`src/rtl/core/odp_pkg.sv`:
```
// odp_pkg: shared constants, result word type and small lookup functions
// for the ordered-dither palette converter; no dependencies
package odp_pkg;

    localparam int COORD_BITS = 12;
    localparam int BPL_BITS   = 13;
    localparam int OFF_BITS   = 24;
    localparam int CLR_BITS   = 24;
    localparam int IDX_BITS   = 8;
    localparam int CH_BITS    = 8;

    localparam logic [BPL_BITS-1:0] BPL_RESET  = 13'd1024;
    localparam logic [OFF_BITS-1:0] OFFSET_MAX = 24'hFFFFFF;

    localparam logic CMD_PUT = 1'b0;
    localparam logic CMD_GET = 1'b1;

    localparam logic [IDX_BITS-1:0] GRAY_END = 8'd16;
    localparam logic [IDX_BITS-1:0] CUBE_BASE = 8'd40;

    typedef struct packed {
        logic [OFF_BITS-1:0] byte_offset;
        logic [IDX_BITS-1:0] index_out;
        logic [CH_BITS-1:0]  red_out;
        logic [CH_BITS-1:0]  green_out;
        logic [CH_BITS-1:0]  blue_out;
    } t_result;

    typedef struct packed {
        logic [CH_BITS-1:0] red;
        logic [CH_BITS-1:0] green;
        logic [CH_BITS-1:0] blue;
    } t_rgb;

    // 4x4 ordered-dither threshold offsets, (49*rank+7)/15+1, by row then column
    function automatic logic [5:0] dither_offset(input logic [1:0] row, input logic [1:0] col);
        logic [5:0] t;
        case ({row, col})
            4'h0: t = 6'd1;
            4'h1: t = 6'd37;
            4'h2: t = 6'd4;
            4'h3: t = 6'd34;
            4'h4: t = 6'd47;
            4'h5: t = 6'd14;
            4'h6: t = 6'd50;
            4'h7: t = 6'd17;
            4'h8: t = 6'd8;
            4'h9: t = 6'd30;
            4'hA: t = 6'd11;
            4'hB: t = 6'd27;
            4'hC: t = 6'd40;
            4'hD: t = 6'd21;
            4'hE: t = 6'd43;
            default: t = 6'd24;
        endcase
        return t;
    endfunction

    // cube level 0..5 to channel value, level*252/5
    function automatic logic [CH_BITS-1:0] cube_scale(input logic [2:0] lvl);
        logic [CH_BITS-1:0] v;
        case (lvl)
            3'd0: v = 8'd0;
            3'd1: v = 8'd50;
            3'd2: v = 8'd100;
            3'd3: v = 8'd151;
            3'd4: v = 8'd201;
            3'd5: v = 8'd252;
            default: v = 8'd0;
        endcase
        return v;
    endfunction

endpackage

```
`src/rtl/core/odp_if.sv`:
```
// odp_if: valid/ready channel interfaces for pixel commands, result words
// and stride configuration; depends on odp_pkg
interface odp_in_if #(
    parameter int COORD_BITS = odp_pkg::COORD_BITS
);
    logic                          valid;
    logic                          ready;
    logic                          command;
    logic [COORD_BITS-1:0]         pos_x;
    logic [COORD_BITS-1:0]         pos_y;
    logic [odp_pkg::CLR_BITS-1:0]  colour_in;
    logic [odp_pkg::IDX_BITS-1:0]  pixel_index;

    modport source (output valid, command, pos_x, pos_y, colour_in, pixel_index, input ready);
    modport sink   (input valid, command, pos_x, pos_y, colour_in, pixel_index, output ready);
endinterface

interface odp_out_if;
    logic                          valid;
    logic                          ready;
    logic [odp_pkg::OFF_BITS-1:0]  byte_offset;
    logic [odp_pkg::IDX_BITS-1:0]  index_out;
    logic [odp_pkg::CH_BITS-1:0]   red_out;
    logic [odp_pkg::CH_BITS-1:0]   green_out;
    logic [odp_pkg::CH_BITS-1:0]   blue_out;

    modport source (output valid, byte_offset, index_out, red_out, green_out, blue_out,
                    input ready);
    modport sink   (input valid, byte_offset, index_out, red_out, green_out, blue_out,
                    output ready);
endinterface

interface odp_cfg_if;
    logic                          valid;
    logic                          ready;
    logic [odp_pkg::BPL_BITS-1:0]  bytes_per_line;

    modport source (output valid, bytes_per_line, input ready);
    modport sink   (input valid, bytes_per_line, output ready);
endinterface

```
`src/rtl/core/ordered_dither_rgb_to_palette.sv`:
```
// ordered_dither_rgb_to_palette: top level, input register, offset, dither
// and palette logic, result register; depends on odp_pkg, odp_if, odp_offset,
// odp_dither and odp_palette
//
// i_pix takes one command word per cycle while ready: put dithers colour_in
// at (pos_x, pos_y) into a palette index, get expands pixel_index to rgb.
// o_res gives one result word per command, in order: byte offset of the
// pixel, index and (for get) palette colour.
// i_cfg writes the row stride bytes_per_line; always ready. The user must
// write it only while no command is in flight; the block does not enforce it.
// a taken word passes through the input register and then the result
// register to o_res; throughput is one word per cycle while o_res.ready
// is high, and no item depends on an earlier one.
// when o_res.ready is low the result register holds its word and the input
// register keeps accepting until it too is full, then i_pix.ready drops.
// reset empties both registers and sets the stride to 1024.
module ordered_dither_rgb_to_palette #(
    parameter int COORD_BITS = odp_pkg::COORD_BITS
) (
    input  logic         i_clk,
    input  logic         i_rst_n,
    odp_in_if.sink       i_pix,
    odp_cfg_if.sink      i_cfg,
    odp_out_if.source    o_res
);
    logic                          r_s1_valid;
    logic                          r_s1_cmd;
    logic [COORD_BITS-1:0]         r_s1_x;
    logic [COORD_BITS-1:0]         r_s1_y;
    logic [odp_pkg::CLR_BITS-1:0]  r_s1_clr;
    logic [odp_pkg::IDX_BITS-1:0]  r_s1_idx;
    logic                          r_s2_valid;
    odp_pkg::t_result              r_s2;
    odp_pkg::t_result              n_s2;
    logic [odp_pkg::BPL_BITS-1:0]  r_bpl;

    logic                          s1_ready;
    logic                          s2_ready;
    logic [odp_pkg::OFF_BITS-1:0]  offset;
    logic [odp_pkg::IDX_BITS-1:0]  put_index;
    odp_pkg::t_rgb                 get_rgb;

    assign s2_ready    = !r_s2_valid || o_res.ready;
    assign s1_ready    = !r_s1_valid || s2_ready;
    assign i_pix.ready = s1_ready;
    assign i_cfg.ready = 1'b1;

    always_ff @(posedge i_clk) begin
        if (!i_rst_n) begin
            r_bpl <= odp_pkg::BPL_RESET;
        end else if (i_cfg.valid) begin
            r_bpl <= i_cfg.bytes_per_line;
        end
    end

    // input register
    always_ff @(posedge i_clk) begin
        if (!i_rst_n) begin
            r_s1_valid <= 1'b0;
        end else if (s1_ready) begin
            r_s1_valid <= i_pix.valid;
        end
    end

    always_ff @(posedge i_clk) begin
        if (s1_ready && i_pix.valid) begin
            r_s1_cmd <= i_pix.command;
            r_s1_x   <= i_pix.pos_x;
            r_s1_y   <= i_pix.pos_y;
            r_s1_clr <= i_pix.colour_in;
            r_s1_idx <= i_pix.pixel_index;
        end
    end

    odp_offset #(
        .COORD_BITS (COORD_BITS)
    ) u_offset (
        .i_x      (r_s1_x),
        .i_y      (r_s1_y),
        .i_bpl    (r_bpl),
        .o_offset (offset)
    );

    odp_dither u_dither (
        .i_colour (r_s1_clr),
        .i_col    (r_s1_x[1:0]),
        .i_row    (r_s1_y[1:0]),
        .o_index  (put_index)
    );

    odp_palette u_palette (
        .i_index (r_s1_idx),
        .o_rgb   (get_rgb)
    );

    always_comb begin
        n_s2.byte_offset = offset;
        if (r_s1_cmd == odp_pkg::CMD_GET) begin
            n_s2.index_out = r_s1_idx;
            n_s2.red_out   = get_rgb.red;
            n_s2.green_out = get_rgb.green;
            n_s2.blue_out  = get_rgb.blue;
        end else begin
            n_s2.index_out = put_index;
            n_s2.red_out   = '0;
            n_s2.green_out = '0;
            n_s2.blue_out  = '0;
        end
    end

    // result register
    always_ff @(posedge i_clk) begin
        if (!i_rst_n) begin
            r_s2_valid <= 1'b0;
        end else if (s2_ready) begin
            r_s2_valid <= r_s1_valid;
        end
    end

    always_ff @(posedge i_clk) begin
        if (s2_ready && r_s1_valid) begin
            r_s2 <= n_s2;
        end
    end

    assign o_res.valid       = r_s2_valid;
    assign o_res.byte_offset = r_s2.byte_offset;
    assign o_res.index_out   = r_s2.index_out;
    assign o_res.red_out     = r_s2.red_out;
    assign o_res.green_out   = r_s2.green_out;
    assign o_res.blue_out    = r_s2.blue_out;
endmodule

```
`src/rtl/core/odp_offset.sv`:
```
// odp_offset: framebuffer byte offset x + y * stride, saturated to 24 bits
// depends on odp_pkg
module odp_offset #(
    parameter int COORD_BITS = odp_pkg::COORD_BITS
) (
    input  logic [COORD_BITS-1:0]        i_x,
    input  logic [COORD_BITS-1:0]        i_y,
    input  logic [odp_pkg::BPL_BITS-1:0] i_bpl,
    output logic [odp_pkg::OFF_BITS-1:0] o_offset
);
    localparam int PW = COORD_BITS + odp_pkg::BPL_BITS;
    localparam int SW = PW + 1;
    localparam int WW = (SW > odp_pkg::OFF_BITS) ? SW : odp_pkg::OFF_BITS;

    logic [PW-1:0] prod;
    logic [WW-1:0] sum;

    always_comb begin
        prod = PW'(i_y) * PW'(i_bpl);
        sum  = WW'(prod) + WW'(i_x);
        if (sum > WW'(odp_pkg::OFFSET_MAX)) begin
            o_offset = odp_pkg::OFFSET_MAX;
        end else begin
            o_offset = sum[odp_pkg::OFF_BITS-1:0];
        end
    end
endmodule

```
`src/rtl/core/odp_dither.sv`:
```
// odp_dither: put path, gray detection and 4x4 ordered dither into the
// 6x6x6 colour cube; depends on odp_pkg
module odp_dither (
    input  logic [odp_pkg::CLR_BITS-1:0] i_colour,
    input  logic [1:0]                   i_col,
    input  logic [1:0]                   i_row,
    output logic [odp_pkg::IDX_BITS-1:0] o_index
);
    logic [5:0]  t;
    logic [7:0]  r, g, b;
    logic [10:0] pr, pg, pb;
    logic [2:0]  lr, lg, lb;

    always_comb begin
        r  = i_colour[23:16];
        g  = i_colour[15:8];
        b  = i_colour[7:0];
        t  = odp_pkg::dither_offset(i_row, i_col);
        pr = (11'(r) + 11'(t)) * 11'd5;
        pg = (11'(g) + 11'(t)) * 11'd5;
        pb = (11'(b) + 11'(t)) * 11'd5;
        lr = pr[10:8];
        lg = pg[10:8];
        lb = pb[10:8];
        if (r[7:4] == g[7:4] && g[7:4] == b[7:4]) begin
            o_index = {4'd0, r[7:4]};
        end else begin
            o_index = 8'(lr) * 8'd36 + 8'(lg) * 8'd6 + 8'(lb) + odp_pkg::CUBE_BASE;
        end
    end
endmodule

```
`src/rtl/core/odp_palette.sv`:
```
// odp_palette: get path, expands a palette index to rgb (gray ramp, white
// band, colour cube); depends on odp_pkg
module odp_palette (
    input  logic [odp_pkg::IDX_BITS-1:0] i_index,
    output odp_pkg::t_rgb                o_rgb
);
    logic [7:0]  k;
    logic [15:0] p6;
    logic [5:0]  q6;
    logic [10:0] p36;
    logic [2:0]  q36;
    logic [7:0]  rb;
    logic [5:0]  rg;

    // k/6 as (k*171)>>10 and (k/6)/6 as (q*43)>>8, exact over 0..215
    always_comb begin
        k   = i_index - odp_pkg::CUBE_BASE;
        p6  = 16'(k) * 16'd171;
        q6  = p6[15:10];
        p36 = 11'(q6) * 11'd43;
        q36 = p36[10:8];
        rb  = k - 8'(q6) * 8'd6;
        rg  = q6 - 6'(q36) * 6'd6;
        if (i_index < odp_pkg::GRAY_END) begin
            o_rgb.red   = {i_index[3:0], 4'd0};
            o_rgb.green = {i_index[3:0], 4'd0};
            o_rgb.blue  = {i_index[3:0], 4'd0};
        end else if (i_index < odp_pkg::CUBE_BASE) begin
            o_rgb.red   = 8'hFF;
            o_rgb.green = 8'hFF;
            o_rgb.blue  = 8'hFF;
        end else begin
            o_rgb.red   = odp_pkg::cube_scale(q36);
            o_rgb.green = odp_pkg::cube_scale(rg[2:0]);
            o_rgb.blue  = odp_pkg::cube_scale(rb[2:0]);
        end
    end
endmodule

```
`src/flat_wrapper.sv`:
```
// flat-port wrapper written by rule: the top's interface ports become plain ports
module ordered_dither_rgb_to_palette_flat 
#(
    parameter int COORD_BITS = odp_pkg::COORD_BITS
)
  (i_clk, i_rst_n, i_pix_valid, i_pix_command, i_pix_pos_x, i_pix_pos_y, i_pix_colour_in, i_pix_pixel_index, i_pix_ready, i_cfg_valid, i_cfg_bytes_per_line, i_cfg_ready, o_res_valid, o_res_byte_offset, o_res_index_out, o_res_red_out, o_res_green_out, o_res_blue_out, o_res_ready);
  odp_in_if #(.COORD_BITS(COORD_BITS)) i_pix_i ();
  odp_cfg_if i_cfg_i ();
  odp_out_if o_res_i ();
  input  logic i_clk;
  input  logic i_rst_n;
  input wire logic [$bits(i_pix_i.valid)-1:0] i_pix_valid;
  input wire logic [$bits(i_pix_i.command)-1:0] i_pix_command;
  input wire logic [$bits(i_pix_i.pos_x)-1:0] i_pix_pos_x;
  input wire logic [$bits(i_pix_i.pos_y)-1:0] i_pix_pos_y;
  input wire logic [$bits(i_pix_i.colour_in)-1:0] i_pix_colour_in;
  input wire logic [$bits(i_pix_i.pixel_index)-1:0] i_pix_pixel_index;
  output wire logic [$bits(i_pix_i.ready)-1:0] i_pix_ready;
  input wire logic [$bits(i_cfg_i.valid)-1:0] i_cfg_valid;
  input wire logic [$bits(i_cfg_i.bytes_per_line)-1:0] i_cfg_bytes_per_line;
  output wire logic [$bits(i_cfg_i.ready)-1:0] i_cfg_ready;
  output wire logic [$bits(o_res_i.valid)-1:0] o_res_valid;
  output wire logic [$bits(o_res_i.byte_offset)-1:0] o_res_byte_offset;
  output wire logic [$bits(o_res_i.index_out)-1:0] o_res_index_out;
  output wire logic [$bits(o_res_i.red_out)-1:0] o_res_red_out;
  output wire logic [$bits(o_res_i.green_out)-1:0] o_res_green_out;
  output wire logic [$bits(o_res_i.blue_out)-1:0] o_res_blue_out;
  input wire logic [$bits(o_res_i.ready)-1:0] o_res_ready;
  assign i_pix_i.valid = i_pix_valid;
  assign i_pix_i.command = i_pix_command;
  assign i_pix_i.pos_x = i_pix_pos_x;
  assign i_pix_i.pos_y = i_pix_pos_y;
  assign i_pix_i.colour_in = i_pix_colour_in;
  assign i_pix_i.pixel_index = i_pix_pixel_index;
  assign i_pix_ready = i_pix_i.ready;
  assign i_cfg_i.valid = i_cfg_valid;
  assign i_cfg_i.bytes_per_line = i_cfg_bytes_per_line;
  assign i_cfg_ready = i_cfg_i.ready;
  assign o_res_valid = o_res_i.valid;
  assign o_res_byte_offset = o_res_i.byte_offset;
  assign o_res_index_out = o_res_i.index_out;
  assign o_res_red_out = o_res_i.red_out;
  assign o_res_green_out = o_res_i.green_out;
  assign o_res_blue_out = o_res_i.blue_out;
  assign o_res_i.ready = o_res_ready;
  ordered_dither_rgb_to_palette #(.COORD_BITS(COORD_BITS)) u_core (.i_clk(i_clk), .i_rst_n(i_rst_n), .i_pix(i_pix_i), .i_cfg(i_cfg_i), .o_res(o_res_i));
endmodule
```
`config.mk`:
```
export PLATFORM = sky130hd
export DESIGN_NAME = ordered_dither_rgb_to_palette_flat
export DESIGN_NICKNAME = d
export VERILOG_FILES = /design/src/rtl/core/odp_pkg.sv /design/src/rtl/core/odp_if.sv /design/src/rtl/core/ordered_dither_rgb_to_palette.sv /design/src/rtl/core/odp_offset.sv /design/src/rtl/core/odp_dither.sv /design/src/rtl/core/odp_palette.sv /design/src/flat_wrapper.sv
export SDC_FILE = /design/constraint.sdc
export NUM_CORES = 1
export LEC_CHECK = 0
export BUFFER_PORTS_ARGS = -buffer_cell sky130_fd_sc_hd__buf_2
export CAP_MARGIN = 20
export CELL_PAD_IN_SITES_DETAIL_PLACEMENT = 1
export CELL_PAD_IN_SITES_GLOBAL_PLACEMENT = 1
export CORE_ASPECT_RATIO = 0.5
export CORE_UTILIZATION = 35
export CTS_CLUSTER_SIZE = 24
export DETAILED_ROUTE_END_ITERATION = 12
export PLACE_DENSITY_LB_ADDON = 0.2
export SYNTH_ARGS = -nofsm -noshare
export SYNTH_HDL_FRONTEND = slang
export SYNTH_HIERARCHICAL = 1
export SYNTH_SLANG_ARGS = --single-unit
```
`constraint.sdc`:
```
create_clock -name i_clk -period 10.7 [get_ports i_clk]
set_input_delay 1.605 -clock i_clk [delete_from_list [all_inputs] [get_ports i_clk]]
set_output_delay 1.605 -clock i_clk [all_outputs]
set_load 0.05 [all_outputs]
```
==> run_results.csv, run 1 <==
group,metric,value,unit
synthesis,synth_top_cell_area_share,22.7,%
clock_tree,clk_transition_reported_paths,0.06,ns
grt,grt_start_max_net_pins,58,
final_layout,post_route_cells_drive_above_1_share,13.1,%
sta,finalCritPeriodShare,85.8,%
floorplanning,floorplan.die_area,43500,um2
route,totalWireLength,37800,um
synthesis,ys_async_sr_fraction,0,%
final_layout,layout.cells.most_common_list,"260 x inv_1, 212 x ha_1, 144 x fa_1, 132 x buf_2, 124 x nand2_1",
hold_path,hold_path_endpoint,"u_core/r_s1_valid$_SDFFE_PN0P_",
route,detail_route.first_pass.iterations,4,
floorplanning,rows,53,
synthesis,number_of_flops_mapped_to_enable_cells_by_yosys,113,
synthesis,seq_area_frac_synth,24.8,%
synthesis,synth-seq-cells,128,
placed_design,placement.io_buffers,132,
floorplanning,die_h,148,um
flow_run,max_cap_viol_count,0,
route,drt.antenna.violating_nets,0,
sta,final.setup_skew,0.0161,ns
clock_tree,cts_root_buffer,"clkbuf_16",
synthesis,synth.distinct_cells,74,
critical_path,arrival,9.38,ns
final_layout,most_frequent_standard_cell_in_the_layout_excluding_fill_and_tap_cells,"inv_1",
synthesis,ys.warnings.count,6,
critical_path,worst_r2r_endpoint,"u_core/o_res.green_out[7]$_SDFFCE_PN0P_",
sta,post-route-min-period,9.18,ns
route,via_per_inst,4.90,
sta,max_freq,109,MHz
critical_path,crit_path_max_incr_delay,0.60,ns
critical_path,crit_path_start_kind,"flip-flop",
grt,globalRouteOverflowTotal,0,
synthesis,synthesis.nets,1922,
final_layout,area_growth_syn_to_layout,12.3,%
critical_path,r2r_start,"u_core/r_s1_idx[3]$_DFFE_PP_",
critical_path,reg2reg_depth,33,
synthesis,netlist_area,14900,um2
critical_path,worstPathMaxFanout,5,
sta,grt_setup_unrepaired,"false",
grt,grt_antenna_before_repair,0,
hold_path,hold_path_depth,2,
clock_tree,cts-hold-fix-buffers,0,
final_layout,post-route-util,39.9,%
route,detailedRoute.firstIterationViolations,399,
route,post-route-drc-count,0,
clock_tree,post_cts_resize_count,0,
route,route.vias.total,10715,
hold_path,startpoint_of_the_worst_hold_path,"u_core/o_res.valid$_SDFFE_PN0P_",
status,outcome,"complete, no violations",
sta,final-setup-viol-count,0,
critical_path,critPathRequiredTime,10.89,ns
synthesis,synth-main-ff-cell,"edfxtp_1",
sta,tightestPinTransition,0.889,ns
sta,max-slew-margin-rel,40.7,%
floorplanning,start_util,35.5,%
final_layout,final_net_count,2027,
floorplanning,die_x,294,um
sta,final_max_slew_violation_count,0,
clock_tree,ctsLongestPathBuffers,2,
sta,fin_tns_setup,0,ns
clock_tree,postCtsSetupBuffers,0,
critical_path,crit_slowest_cell,"fa_1",
clock_tree,cts_buffers,17,
floorplanning,floorplan.io_pins,134,
synthesis,postSynthCellCount,1491,
critical_path,regToRegSetupSlack,1.52,ns
floorplanning,placeableCoreArea,42000,um2
hold_path,hold_path.class,"reg2reg",
synthesis,synth_top_cells_by_area,"edfxtp_1 23%, fa_1 19%, ha_1 18%",
placed_design,place.gp.congestion,0.806,
sta,final-hold-violation-count,0,
clock_tree,cts_tree,"done",
final_layout,num_antenna_cells,0,
route,wl_per_cell,17.3,um
grt,grt_pass1_wl,62500,um
synthesis,syn_avg_cell_area,10.0,um2
critical_path,worst-setup-path-type,"reg2reg",
synthesis,synth_top_cell_by_area,"edfxtp_1",
clock_tree,h-tree-depth,4,
placed_design,placed_wire_length_estimate_after_detailed_placement,29700,um
critical_path,endpoint_kind,"flip-flop",
grt,first_global_vias,12210,
clock_tree,clock_latency,0.45,ns
grt,total_grt_usage,18.3,%
clock_tree,tritoncts_num_sinks,128,
critical_path,critPathMostFrequentCell,"ha_1",
[layout make-up]
cell class                      instances  area, um2
Multi-Input combinational cell       1051      10000
Tap cell                              577        722
Timing Repair Buffer                  138        726
Inverter                              260        976
Clock inverter                         15        208
Sequential cell                       128       3690
Fill cell                            4752      25200
Clock buffer                           17        425
[layer usage]
layer | wire, um | global-route usage (%) | vias up
met2 | 20500 | 35.6 | 116
met3 | 833 | 2.77 | 46
li1 | - | - | 5110
met1 | 15700 | 20.7 | 5443
met4 | 718 | 5.21 | 0
met5 | 0 | 0 | -
[per-stage QoR]
step	instance area [um2]	instances	setup WS, ns	hold slack (ns)
floorplan	14900	1491	2.66	0.468
finish	16800	2186	1.52	0.562
global route	16800	2186	0.855	0.619
global placement	16100	2152	2.06	0.505
detailed placement	16100	2153	1.58	0.551
CTS	16700	2185	1.54	0.561
[cells in the mapped netlist (all sizes together) (3+ instances only)]
cell type,number
inv,260
ha,212
fa,144
nand2,124
edfxtp,113
and2,111
a21oi,73
nor2,45
clkbuf,38
xnor2,38
xor2,32
o21ai,30
a21o,28
nor2b,24
mux2i,20
nand4,17
nand2b,16
dfxtp,15
buf,14
mux2,14
nor3,13
and3,10
nand3,9
or2,9
a31oi,8
o21a,8
o211ai,7
o21bai,6
or3,5
a211o,4
a211oi,4
o22ai,4
a31o,3
o221ai,3
o31ai,3
[how the worst max path moves through the flow]
stage	endpoint	startpoint	cells past startpoint	slack [ns]
after floorplan	u_core/o_res.green_out[0]$_SDFFCE_PN0P_	u_core/r_s1_idx[3]$_DFFE_PP_	33	2.66
after global placement	u_core/o_res.green_out[0]$_SDFFCE_PN0P_	u_core/r_s1_idx[3]$_DFFE_PP_	33	2.06
after detailed placement	u_core/o_res.green_out[0]$_SDFFCE_PN0P_	u_core/r_s1_idx[3]$_DFFE_PP_	33	1.58
after CTS	u_core/o_res.green_out[7]$_SDFFCE_PN0P_	u_core/r_s1_idx[3]$_DFFE_PP_	33	1.54
after global routing	u_core/o_res.green_out[0]$_SDFFCE_PN0P_	u_core/r_s1_idx[3]$_DFFE_PP_	33	0.85
final	u_core/o_res.green_out[7]$_SDFFCE_PN0P_	u_core/r_s1_idx[3]$_DFFE_PP_	33	1.52
[critical path: cells and delay by family, from the launching register on]
kind                       cells  cell delay, ns
buffers and inverters          5            0.43
AOI/OAI and AO/OA              9            1.87
and+or+nand+nor                4            0.68
xor gates and xnor gates       5            1.59
adders and majority gates     10            3.92
DFF                            1            0.42
[registers in the layout, indices dropped and copies added (netlist names), 8 cells and up]
register / count
u_core/o_res.red_out: 8
u_core/r_s1_x: 12
u_core/o_res.blue_out: 8
u_core/r_s1_idx: 8
u_core/o_res.byte_offset: 24
u_core/r_s1_y: 12
u_core/o_res.green_out: 8
u_core/r_s1_clr: 24
u_core/r_bpl: 13
u_core/o_res.index_out: 8
[kinds of logic (layout without fill, tap and decap cells)]
| kind of cell | after synthesis | count (layout) | synth area share, % |
|---|---|---|---|
| AOI/OAI and AO/OA | 197 | 197 | 8.94 |
| xor gates and xnor gates | 71 | 71 | 4.37 |
| adders and majority gates | 356 | 356 | 37.1 |
| buffers and inverters | 312 | 430 | 8.35 |
| DFF | 128 | 128 | 24.8 |
| muxes | 34 | 34 | 2.68 |
| other | 2 | 2 | 0.0504 |
| and+or+nand+nor | 391 | 391 | 13.7 |
Power of run 1 is not shown: default switching activity piles up to over one toggle a cycle in this logic, so the estimate is an artifact.
==> inputs of run 2 (changes only) <==
--- a/config.mk
+++ b/config.mk
@@ -14,6 +14,7 @@
 export CTS_CLUSTER_SIZE = 24
 export DETAILED_ROUTE_END_ITERATION = 12
 export PLACE_DENSITY_LB_ADDON = 0.2
+export RECOVER_POWER = 100
 export SYNTH_ARGS = -nofsm -noshare
 export SYNTH_HDL_FRONTEND = slang
 export SYNTH_HIERARCHICAL = 1
==> constraint.sdc (replaced) <==
create_clock -name i_clk -period 11.75 [get_ports i_clk]
set_input_delay 1.7625 -clock i_clk [delete_from_list [all_inputs] [get_ports i_clk]]
set_output_delay 1.7625 -clock i_clk [all_outputs]
set_load 0.05 [all_outputs]
==> run_results.csv, run 2 (synthesized netlist as in run 1, its figures left out) <==
group,metric,value,unit
status,outcome,"finished, violations left",
status,violations_in_the_final_reports,"capacitance limit, slew limit",
final_layout,num_antenna_cells,0,
grt,grt_start_max_net_pins,58,
sta,tightestPinTransition,3.62,ns
final_layout,most_frequent_standard_cell_in_the_layout_excluding_fill_and_tap_cells,"inv_1",
floorplanning,start_util,35.5,%
hold_path,hold_path.class,"reg2reg",
route,route.vias.total,10723,
placed_design,postPlaceCellArea,16100,um2
sta,final.setup_skew,0.0186,ns
route,totalWireLength,37600,um
sta,fin_tns_setup,0,ns
placed_design,placed_wire_length_estimate_after_detailed_placement,29800,um
critical_path,worstPathMaxFanout,5,
sta,grt_setup_unrepaired,"false",
floorplanning,floorplan.die_area,43500,um2
critical_path,crit_path_max_incr_delay,0.58,ns
clock_tree,tritoncts_num_sinks,128,
final_layout,number_of_non_filler_instances_in_the_completed_layout,2186,
clock_tree,ctsLongestPathBuffers,2,
final_layout,seq_area,3690,um2
sta,final_max_slew_violation_count,115,
critical_path,critPathMostFrequentCell,"ha_1",
clock_tree,cts_buffers,17,
floorplanning,die_x,294,um
grt,total_grt_usage,18.3,%
grt,first_global_vias,12392,
placed_design,place_inst,2154,
final_layout,layout.cell_area.non_filler,16500,um2
route,via_per_inst,4.91,
clock_tree,clk_transition_reported_paths,0.06,ns
floorplanning,rows,53,
floorplanning,floorplan.io_pins,134,
sta,post-route-min-period,8.99,ns
floorplanning,die_h,148,um
final_layout,area_growth_syn_to_layout,10.9,%
sta,final-hold-violation-count,0,
flow_run,max_cap_viol_count,2,
critical_path,endpoint_kind,"flip-flop",
placed_design,place.gp.congestion,0.803,
final_layout,final.fill_count,4773,
critical_path,crit_slowest_cell,"fa_1",
clock_tree,post_cts_resize_count,0,
clock_tree,postCtsSetupBuffers,0,
clock_tree,h-tree-depth,4,
critical_path,crit_path_start_kind,"flip-flop",
grt,grt_antenna_before_repair,0,
route,post-route-drc-count,0,
placed_design,placement.io_buffers,132,
route,wl_per_cell,17.2,um
sta,max_freq,111,MHz
grt,globalRouteOverflowTotal,0,
final_layout,multi_input_logic_area,9950,um2
critical_path,arrival,9.29,ns
placed_design,pre_cts_ws,2.81,ns
route,detailedRoute.firstIterationViolations,333,
grt,grt_pass1_wl,62400,um
sta,final-setup-viol-count,0,
final_layout,post_route_cells_drive_above_1_share,8.27,%
final_layout,layout.cells.most_common_list,"260 x inv_1, 212 x ha_1, 144 x fa_1, 124 x nand2_1, 113 x edfxtp_1",
final_layout,final_net_count,2027,
floorplanning,placeableCoreArea,42000,um2
clock_tree,cts_root_buffer,"clkbuf_16",
sta,finalWorstSetupSlack,2.77,ns
sta,max-slew-margin-rel,-141,%
critical_path,worst-setup-path-type,"reg2reg",
route,drt.antenna.violating_nets,0,
clock_tree,cts_tree,"done",
sta,finalCritPeriodShare,76.5,%
clock_tree,cts-hold-fix-buffers,0,
critical_path,critPathRequiredTime,12.06,ns
clock_tree,clock_latency,0.46,ns
route,detail_route.first_pass.iterations,4,
run 2: cell count changes in the layout (fill, tap and decap cells not counted), sizes merged:
cell	previous run	this run
clkinv	7	4
inv	263	265
buf	138	70
clkbuf	17	86
clkinvlp	1	4
bufinv	4	1
run 2: metal layers:
metal	GRT usage [%]	share of wire [%]
met4	6.22	2.4
met5	0	0
met3	2.93	2.0
met2	35.1	54
met1	20.6	42
run 2: cell type report:
class                           count  share of cell area [%]
Tap cell                          577                    4.36
Inverter                          260                    5.90
Sequential cell                   128                    22.3
Timing Repair Buffer              138                    3.84
Clock buffer                       18                    2.59
Multi-Input combinational cell   1051                    60.2
Clock inverter                     14                   0.794
run 2: worst max-delay path: cells and delay by family (launching register included):
family | cells | cell delay, ns
adders and majority gates | 10 | 3.90
AOI/OAI and AO/OA | 9 | 1.91
buffers and inverters | 5 | 0.39
DFF | 1 | 0.41
and+or+nand+nor | 4 | 0.73
xor gates and xnor gates | 5 | 1.49
run 2: path summary, 6_finish.rpt:
kind | start | depth (start not counted) | to | slack, ns
worst max-delay path | u_core/r_s1_idx[3]$_DFFE_PP_ | 33 | u_core/o_res.green_out[6]$_SDFFCE_PN0P_ | 2.77
worst max register to register | u_core/r_s1_idx[3]$_DFFE_PP_ | 33 | u_core/o_res.green_out[6]$_SDFFCE_PN0P_ | 2.77
worst min register to register | u_core/o_res.valid$_SDFFE_PN0P_ | 2 | u_core/r_s1_valid$_SDFFE_PN0P_ | 0.56
worst min-delay path | u_core/o_res.valid$_SDFFE_PN0P_ | 2 | u_core/r_s1_valid$_SDFFE_PN0P_ | 0.56
run 2: stage by stage:
step	hold slack (ns)	utilization (%)
final	0.556	39.4
after detailed placement	0.540	38.4
after global routing	0.623	39.4
after floorplan	0.468	-
after global placement	0.505	38.3
after CTS	0.554	39.7
Power of run 2 is left out for the same reason.
